### config.mk
export PLATFORM = sky130hd
export DESIGN_NAME = modular_exponentiation_core
export DESIGN_NICKNAME = d
export VERILOG_FILES = /design/src/rtl/core/mexp_pkg.sv /design/src/rtl/core/mexp_cell.sv /design/src/rtl/core/mexp_mulmod.sv /design/src/rtl/core/modular_exponentiation_core.sv
export SDC_FILE = /design/constraint.sdc
export NUM_CORES = 1
export LEC_CHECK = 0
export BUFFER_PORTS_ARGS = -buffer_cell sky130_fd_sc_hd__buf_2
export CELL_PAD_IN_SITES_DETAIL_PLACEMENT = 0
export CELL_PAD_IN_SITES_GLOBAL_PLACEMENT = 1
export CORE_ASPECT_RATIO = 0.9
export CORE_MARGIN = 4
export CORE_UTILIZATION = 43
export DETAILED_ROUTE_END_ITERATION = 6
export GPL_TIMING_DRIVEN = 0
export PLACE_DENSITY_LB_ADDON = 0.1
export SLEW_MARGIN = 10
export SYNTH_ARGS = -nofsm -noshare
export SYNTH_HDL_FRONTEND = slang
export SYNTH_HIERARCHICAL = 1
export SYNTH_SLANG_ARGS = --single-unit
### constraint.sdc
create_clock -name clock -period 32.7 [get_ports clock]
set_input_delay 1.635 -clock clock [delete_from_list [all_inputs] [get_ports clock]]
set_output_delay 1.635 -clock clock [all_outputs]
set_load 0.05 [all_outputs]
### src/rtl/core/mexp_pkg.sv
`timescale 1ns / 1ps
`default_nettype none

package mexp_pkg;

   localparam int MEXP_WIDTH = 32;
   localparam int DATA_W     = 32;
   localparam int CSR_IDX_W  = 2;

   localparam logic [CSR_IDX_W-1:0] REG_KEY_EXPONENT = 2'd0;
   localparam logic [CSR_IDX_W-1:0] REG_KEY_MODULUS  = 2'd1;

   localparam logic [DATA_W-1:0] RESET_EXPONENT = 32'd3;
   localparam logic [DATA_W-1:0] RESET_MODULUS  = 32'd3233;

   typedef enum logic [2:0] {
      ST_IDLE,
      ST_REDUCE,
      ST_MULT,
      ST_SQUARE,
      ST_FINISH
   } state_type;

   typedef enum logic [1:0] {
      PICK_SUM,
      PICK_SUB1,
      PICK_SUB2
   } pick_type;

   typedef struct packed {
      logic     clear;
      logic     enable;
      logic     bsel;
      pick_type pick;
   } cell_ctl_type;

   typedef struct packed {
      logic add;
      logic sub1;
      logic sub2;
   } carry_type;

   typedef struct packed {
      logic busy;
      logic done;
   } mm_stat_type;

endpackage

`default_nettype wire

### src/rtl/core/mexp_cell.sv
`timescale 1ns / 1ps
`default_nettype none

module mexp_cell
   import mexp_pkg::*;
(
   input  wire          clock,
   input  cell_ctl_type ctl,
   input  wire          r_prev,
   input  wire          a_bit,
   input  wire          m_bit,
   input  wire          m_prev,
   input  carry_type    cy_in,
   output carry_type    cy_out,
   output logic         r_bit
);

   logic r_ff;
   logic r_in;
   logic addend;
   logic s_bit;
   logic d1_bit;
   logic d2_bit;

   always_comb begin
      addend        = a_bit & ctl.bsel;
      s_bit         = r_prev ^ addend ^ cy_in.add;
      cy_out.add    = (r_prev & addend) | (r_prev & cy_in.add) | (addend & cy_in.add);
      d1_bit        = s_bit ^ m_bit ^ cy_in.sub1;
      cy_out.sub1   = (~s_bit & m_bit) | (~s_bit & cy_in.sub1) | (m_bit & cy_in.sub1);
      d2_bit        = s_bit ^ m_prev ^ cy_in.sub2;
      cy_out.sub2   = (~s_bit & m_prev) | (~s_bit & cy_in.sub2) | (m_prev & cy_in.sub2);
      case (ctl.pick)
         PICK_SUM:  r_in = s_bit;
         PICK_SUB1: r_in = d1_bit;
         PICK_SUB2: r_in = d2_bit;
         default:   r_in = s_bit;
      endcase
   end

   always_ff @(posedge clock) begin
      if (ctl.clear) begin
         r_ff <= 1'b0;
      end else if (ctl.enable) begin
         r_ff <= r_in;
      end
   end

   assign r_bit = r_ff;

endmodule

`default_nettype wire

### src/rtl/core/mexp_mulmod.sv
`timescale 1ns / 1ps
`default_nettype none

module mexp_mulmod
   import mexp_pkg::*;
#(
   parameter int W = MEXP_WIDTH
)
(
   input  wire          clock,
   input  wire          reset,
   input  wire          start,
   input  wire  [W-1:0] opnd_a,
   input  wire  [W-1:0] opnd_b,
   input  wire  [W-1:0] modulus,
   output mm_stat_type  stat,
   output logic [W-1:0] result
);

   localparam int CNT_W = $clog2(W + 1);

   logic             busy_ff, busy_in;
   logic             done_ff, done_in;
   logic [CNT_W-1:0] cnt_ff, cnt_in;
   logic [W-1:0]     b_sh_ff, b_sh_in;

   cell_ctl_type ctl;
   carry_type    cy [W+1];
   logic [W-1:0] r_bits;
   logic [1:0]   hi;
   logic [1:0]   sub2_need;
   logic         neg1;
   logic         neg2;

   // The top two bits of 2r + a sit above the cell row.
   always_comb begin
      hi        = {1'b0, r_bits[W-1]} + {1'b0, cy[W].add};
      sub2_need = {1'b0, modulus[W-1]} + {1'b0, cy[W].sub2};
      neg1      = (hi == 2'd0) && cy[W].sub1;
      neg2      = hi < sub2_need;
      ctl.clear  = start;
      ctl.enable = busy_ff;
      ctl.bsel   = b_sh_ff[W-1];
      if (!neg2) begin
         ctl.pick = PICK_SUB2;
      end else if (!neg1) begin
         ctl.pick = PICK_SUB1;
      end else begin
         ctl.pick = PICK_SUM;
      end
   end

   assign cy[0] = '0;

   for (genvar i = 0; i < W; i++) begin : g_cell
      mexp_cell u_cell (
         .clock  (clock),
         .ctl    (ctl),
         .r_prev ((i == 0) ? 1'b0 : r_bits[(i == 0) ? 0 : i - 1]),
         .a_bit  (opnd_a[i]),
         .m_bit  (modulus[i]),
         .m_prev ((i == 0) ? 1'b0 : modulus[(i == 0) ? 0 : i - 1]),
         .cy_in  (cy[i]),
         .cy_out (cy[i+1]),
         .r_bit  (r_bits[i])
      );
   end

   always_comb begin
      busy_in = busy_ff;
      done_in = 1'b0;
      cnt_in  = cnt_ff;
      b_sh_in = b_sh_ff;
      if (start) begin
         busy_in = 1'b1;
         cnt_in  = CNT_W'(W);
         b_sh_in = opnd_b;
      end else if (busy_ff) begin
         cnt_in  = cnt_ff - CNT_W'(1);
         b_sh_in = {b_sh_ff[W-2:0], 1'b0};
         if (cnt_ff == CNT_W'(1)) begin
            busy_in = 1'b0;
            done_in = 1'b1;
         end
      end
   end

   always_ff @(posedge clock) begin
      if (reset) begin
         busy_ff <= 1'b0;
         done_ff <= 1'b0;
         cnt_ff  <= '0;
      end else begin
         busy_ff <= busy_in;
         done_ff <= done_in;
         cnt_ff  <= cnt_in;
      end
   end

   always_ff @(posedge clock) begin
      b_sh_ff <= b_sh_in;
   end

   assign stat.busy = busy_ff;
   assign stat.done = done_ff;
   assign result    = r_bits;

endmodule

`default_nettype wire

### src/rtl/core/modular_exponentiation_core.sv
`timescale 1ns / 1ps
`default_nettype none

// Channel   Direction  Ports                              Contents
// req       in         req_tvalid/tready/tdata[31:0]      message_value
// rsp       out        rsp_tvalid/tready/tdata[31:0]      power_result
// csr       in         csr_valid/ready/index[1:0]/data    key_exponent (0), key_modulus (1)
//
// Each modular product runs through the cell row, scanning the second operand from its top bit.
// An item needs one reduction, OPERAND_WIDTH - 1 squarings and one product per set
// exponent bit.
// A new transaction is taken while the previous result waits in the output register.
// Synchronous reset restores the key registers to exponent 3 and modulus 3233.

module modular_exponentiation_core
   import mexp_pkg::*;
#(
   parameter int OPERAND_WIDTH = MEXP_WIDTH
)
(
   input  wire                  clock,
   input  wire                  reset,
   input  wire                  req_tvalid,
   output logic                 req_tready,
   input  wire  [DATA_W-1:0]    req_tdata,   // [31:0] message_value
   output logic                 rsp_tvalid,
   input  wire                  rsp_tready,
   output logic [DATA_W-1:0]    rsp_tdata,   // [31:0] power_result
   input  wire                  csr_valid,
   output logic                 csr_ready,
   input  wire  [CSR_IDX_W-1:0] csr_index,
   input  wire  [DATA_W-1:0]    csr_data
);

   localparam int W     = OPERAND_WIDTH;
   localparam int BIT_W = $clog2(W);
   localparam logic [BIT_W-1:0] LAST_BIT = BIT_W'(W - 1);

   state_type state_ff, state_in;
   logic      first_ff, first_in;
   logic [BIT_W-1:0] bit_ff, bit_in;
   logic [BIT_W-1:0] next_bit;
   logic      rsp_valid_ff, rsp_valid_in;
   logic [DATA_W-1:0] rsp_data_ff;
   logic [W-1:0] key_exponent_ff;
   logic [W-1:0] key_modulus_ff;
   logic [W-1:0] msg_ff;
   logic [W-1:0] acc_ff;
   logic [W-1:0] sq_ff;
   logic [W-1:0] one_mod;
   logic [W-1:0] final_value;

   logic         accept;
   logic         out_load;
   logic         mm_start;
   logic [W-1:0] op_a;
   logic [W-1:0] op_b;
   mm_stat_type  mm_stat;
   logic [W-1:0] mm_result;

   function automatic state_type dispatch(input logic ebit, input logic last);
      state_type s;
      if (ebit) begin
         s = ST_MULT;
      end else if (last) begin
         s = ST_FINISH;
      end else begin
         s = ST_SQUARE;
      end
      return s;
   endfunction

   assign one_mod     = (key_modulus_ff == W'(1)) ? '0 : W'(1);
   assign final_value = (key_modulus_ff == '0) ? '0 : acc_ff;
   assign accept      = req_tvalid && req_tready;
   assign next_bit    = bit_ff + BIT_W'(1);

   always_comb begin
      state_in = state_ff;
      first_in = 1'b0;
      bit_in   = bit_ff;
      case (state_ff)
         ST_IDLE: begin
            if (accept) begin
               state_in = ST_REDUCE;
               first_in = 1'b1;
               bit_in   = '0;
            end
         end
         ST_REDUCE: begin
            if (mm_stat.done) begin
               state_in = dispatch(key_exponent_ff[0], 1'b0);
               first_in = 1'b1;
            end
         end
         ST_MULT: begin
            if (mm_stat.done) begin
               state_in = (bit_ff == LAST_BIT) ? ST_FINISH : ST_SQUARE;
               first_in = 1'b1;
            end
         end
         ST_SQUARE: begin
            if (mm_stat.done) begin
               bit_in   = next_bit;
               state_in = dispatch(key_exponent_ff[next_bit], next_bit == LAST_BIT);
               first_in = 1'b1;
            end
         end
         ST_FINISH: begin
            if (!rsp_valid_ff || rsp_tready) begin
               state_in = ST_IDLE;
            end
         end
         default: begin
            state_in = ST_IDLE;
         end
      endcase
   end

   always_comb begin
      req_tready = 1'b0;
      out_load   = 1'b0;
      mm_start   = 1'b0;
      op_a       = sq_ff;
      op_b       = sq_ff;
      case (state_ff)
         ST_IDLE: begin
            req_tready = 1'b1;
         end
         ST_REDUCE: begin
            mm_start = first_ff;
            op_a     = one_mod;
            op_b     = msg_ff;
         end
         ST_MULT: begin
            mm_start = first_ff;
            op_b     = acc_ff;
         end
         ST_SQUARE: begin
            mm_start = first_ff;
         end
         ST_FINISH: begin
            out_load = !rsp_valid_ff || rsp_tready;
         end
         default: begin
            req_tready = 1'b0;
         end
      endcase
      rsp_valid_in = out_load || (rsp_valid_ff && !rsp_tready);
   end

   mexp_mulmod #(
      .W (W)
   ) u_mulmod (
      .clock   (clock),
      .reset   (reset),
      .start   (mm_start),
      .opnd_a  (op_a),
      .opnd_b  (op_b),
      .modulus (key_modulus_ff),
      .stat    (mm_stat),
      .result  (mm_result)
   );

   always_ff @(posedge clock) begin
      if (reset) begin
         state_ff        <= ST_IDLE;
         first_ff        <= 1'b0;
         bit_ff          <= '0;
         rsp_valid_ff    <= 1'b0;
         key_exponent_ff <= RESET_EXPONENT[W-1:0];
         key_modulus_ff  <= RESET_MODULUS[W-1:0];
      end else begin
         state_ff     <= state_in;
         first_ff     <= first_in;
         bit_ff       <= bit_in;
         rsp_valid_ff <= rsp_valid_in;
         if (csr_valid && csr_ready) begin
            case (csr_index)
               REG_KEY_EXPONENT: key_exponent_ff <= csr_data[W-1:0];
               REG_KEY_MODULUS:  key_modulus_ff  <= csr_data[W-1:0];
               default:          key_exponent_ff <= key_exponent_ff;
            endcase
         end
      end
   end

   always_ff @(posedge clock) begin
      if (accept) begin
         msg_ff <= req_tdata[W-1:0];
         acc_ff <= one_mod;
      end else if (mm_stat.done && state_ff == ST_MULT) begin
         acc_ff <= mm_result;
      end
      if (mm_stat.done && (state_ff == ST_REDUCE || state_ff == ST_SQUARE)) begin
         sq_ff <= mm_result;
      end
      if (out_load) begin
         rsp_data_ff <= DATA_W'(final_value);
      end
   end

   assign csr_ready  = 1'b1;
   assign rsp_tvalid = rsp_valid_ff;
   assign rsp_tdata  = rsp_data_ff;

   a_accept_leaves_idle: assert property (@(posedge clock) disable iff (reset)
      req_tvalid && req_tready |=> !req_tready)
      else $error("input taken but block stayed idle");

   a_done_in_compute: assert property (@(posedge clock) disable iff (reset)
      mm_stat.done |-> (state_ff == ST_REDUCE || state_ff == ST_MULT ||
                        state_ff == ST_SQUARE))
      else $error("modular product finished outside a compute state");

   a_no_restart_busy: assert property (@(posedge clock) disable iff (reset)
      mm_start |-> !mm_stat.busy)
      else $error("modular product started while busy");

   a_load_shows_result: assert property (@(posedge clock) disable iff (reset)
      out_load |=> rsp_tvalid)
      else $error("result loaded but not presented");

endmodule

`default_nettype wire

==> run metrics <==
status finished clean; Crit path buffers/inverters 7; Synth Area per Inst 10.82 sq um; post-route clock period utilization 0.5602; DRT Pass-1 Iters 5; Congestion Overflow GR 0; Layout Utilization 0.5049; CTS tree yes; starting density of the core 0.4350; final worst slack 14380 ps; GRT Total Usage 0.1858; hold worst-path end key_exponent_ff[16]; Max rail drop VDD 31.53 uV; Place WS 14130 ps; fin crit period 18320 ps; hold path cells 2; Critical path origin state_ff[2]; Crit path top cell by count fa_1; unrepaired setup endpoints after global routing false; Port-buffer cells 104; Crit. End Element register; Critical Path RT 33210 ps; DR WL/cell 17.38 microns; max_cap viols 0; row count 65; WS Path Type register to register; Hold WC Path Type register to register; worst hold path startpoint key_exponent_ff[16]; # setup viols final 0; most frequent cells in the layout 200 x nand2_1, 172 x inv_1, 160 x edfxtp_1; RD Place Congestion 0.8119; initial antenna violation count 0; Mapped Cells 1406; first-pass GRT wire length 56780 microns; core region area 0.03497 sq mm; Fmax achieved 0.05459 GHz; CTS sink cnt 274; crit path max fanout 65; antenna cells 0; setup tns final 0 ps; clock latency on the worst-skew pair 590 ps; Fin. Hold Viols 0; R2R Setup Slk 14380 ps; Worst path slowest cell a21oi_4; area growth from synthesis to final layout 16.06%; Clock Path Buffers 3; Final Net Count 1794; DRT antenna net count 0; worst reg2reg endpoint u_mulmod/g_cell[15].u_cell/r_bit; Reg-to-Reg Start state_ff[2]; largest net degree at the start of global routing 73; Pwr per Cell Area 74.65 mW/mm^2; die area 0.03846 sq mm; H-tree depth 1; CTS-repair resized insts 0; Clock Pin Slew Worst Setup and Hold Paths 60 ps; mapped cell area 0.01521 sq mm; Worst Reg-to-Reg Cells 50; proportion of layout cells with a drive suffix above 1 0.1488; Post-route DRC 0; vias in the first global route 9931; commonest non-fill, non-tap cell in the layout nand2_1; DP HPWL 26610 microns; Least-Margin Pin Slew 1154 ps; Final Routed Wirelength 35590 microns; crit path launch type register; via count 9967; Avg Vias per Cell 4.867; P_leak 7.412 nW; fin. max-slew vios 0; Ports 106; Hold-fix buffers, CTS 0; Largest stage delay, worst path 730 ps; crit path DAT 18820 ps; family with the most delay on the worst path adder cells; Worst slew margin 0.2247; Clk Tree Root Cell clkbuf_16; synth warn 6; Final Skew 17.43 ps; die width 206.3 microns; DR iter-0 viols 512; Num CTS Buffers 31; die height 186.4 microns; Post-CTS Setup Bufs 0
worst min-delay path, delay by kind of cell (launching register included):
family           cells  cell delay [ps]
flip-flops           1              300
AND/OR/NAND/NOR      1               50
AO/OA/AOI/OAI        1               50
sequential cells by signal, summed over array words and instances, names as in the netlist:
register / cells
u_mulmod/cnt_ff: 6
u_mulmod/g_cell.u_cell/r_bit: 32
acc_ff: 32
sq_ff: 32
bit_ff: 5
rsp_tvalid: 1
key_modulus_ff: 32
u_mulmod/b_sh_ff: 32
state_ff: 3
rsp_tdata: 32
msg_ff: 32
key_exponent_ff: 32
u_mulmod/busy_ff: 1
u_mulmod/done_ff: 1
first_ff: 1
how the worst max path moves through the flow:
stage,to,cells past startpoint
floorplan,u_mulmod/g_cell[0].u_cell/r_bit,48
global placement,u_mulmod/g_cell[7].u_cell/r_bit,48
detailed placement,u_mulmod/g_cell[15].u_cell/r_bit,50
global route,u_mulmod/g_cell[15].u_cell/r_bit,50
finish,u_mulmod/g_cell[15].u_cell/r_bit,50
CTS,u_mulmod/g_cell[0].u_cell/r_bit,50
layer usage:
metal	global-route usage	routed length, microns	vias up
li1	-	-	5040
met1	0.3045	18770	4683
met5	0	0	-
met3	0.02919	1643	48
met2	0.2634	14610	196
met4	0.03045	568	0
per-stage QoR:
step	instance area [sq um]	total power [mW]	std cells	hold slack (ps)
after floorplan	15230	0.8069	1410	431.5
after global placement	16340	0.9304	1983	439.2
after detailed placement	16510	0.9320	1990	446.0
after CTS	17660	1.335	2048	454.3
after global routing	17660	1.439	2048	471.5
final	17660	1.318	2048	451.4
where the power goes:
group | internal, mW | total (mW) | switching (mW)
combinational | 0.204 | 0.468 | 0.264
clock | 0.244 | 0.391 | 0.147
sequential | 0.415 | 0.459 | 0.0441
total | 0.863 | 1.32 | 0.455
final cells by class:
class	count	area [sq um]
Inverter	173	649.4
Clock inverter	22	322.8
Multi-Input combinational cell	910	7291
Tap cell	469	586.8
Buffer	53	234.0
Sequential cell	274	7091
Clock buffer	36	825.8
Fill cell	3293	17310
Timing Repair Buffer	111	656.9
Power figures use the tool's default switching activity.
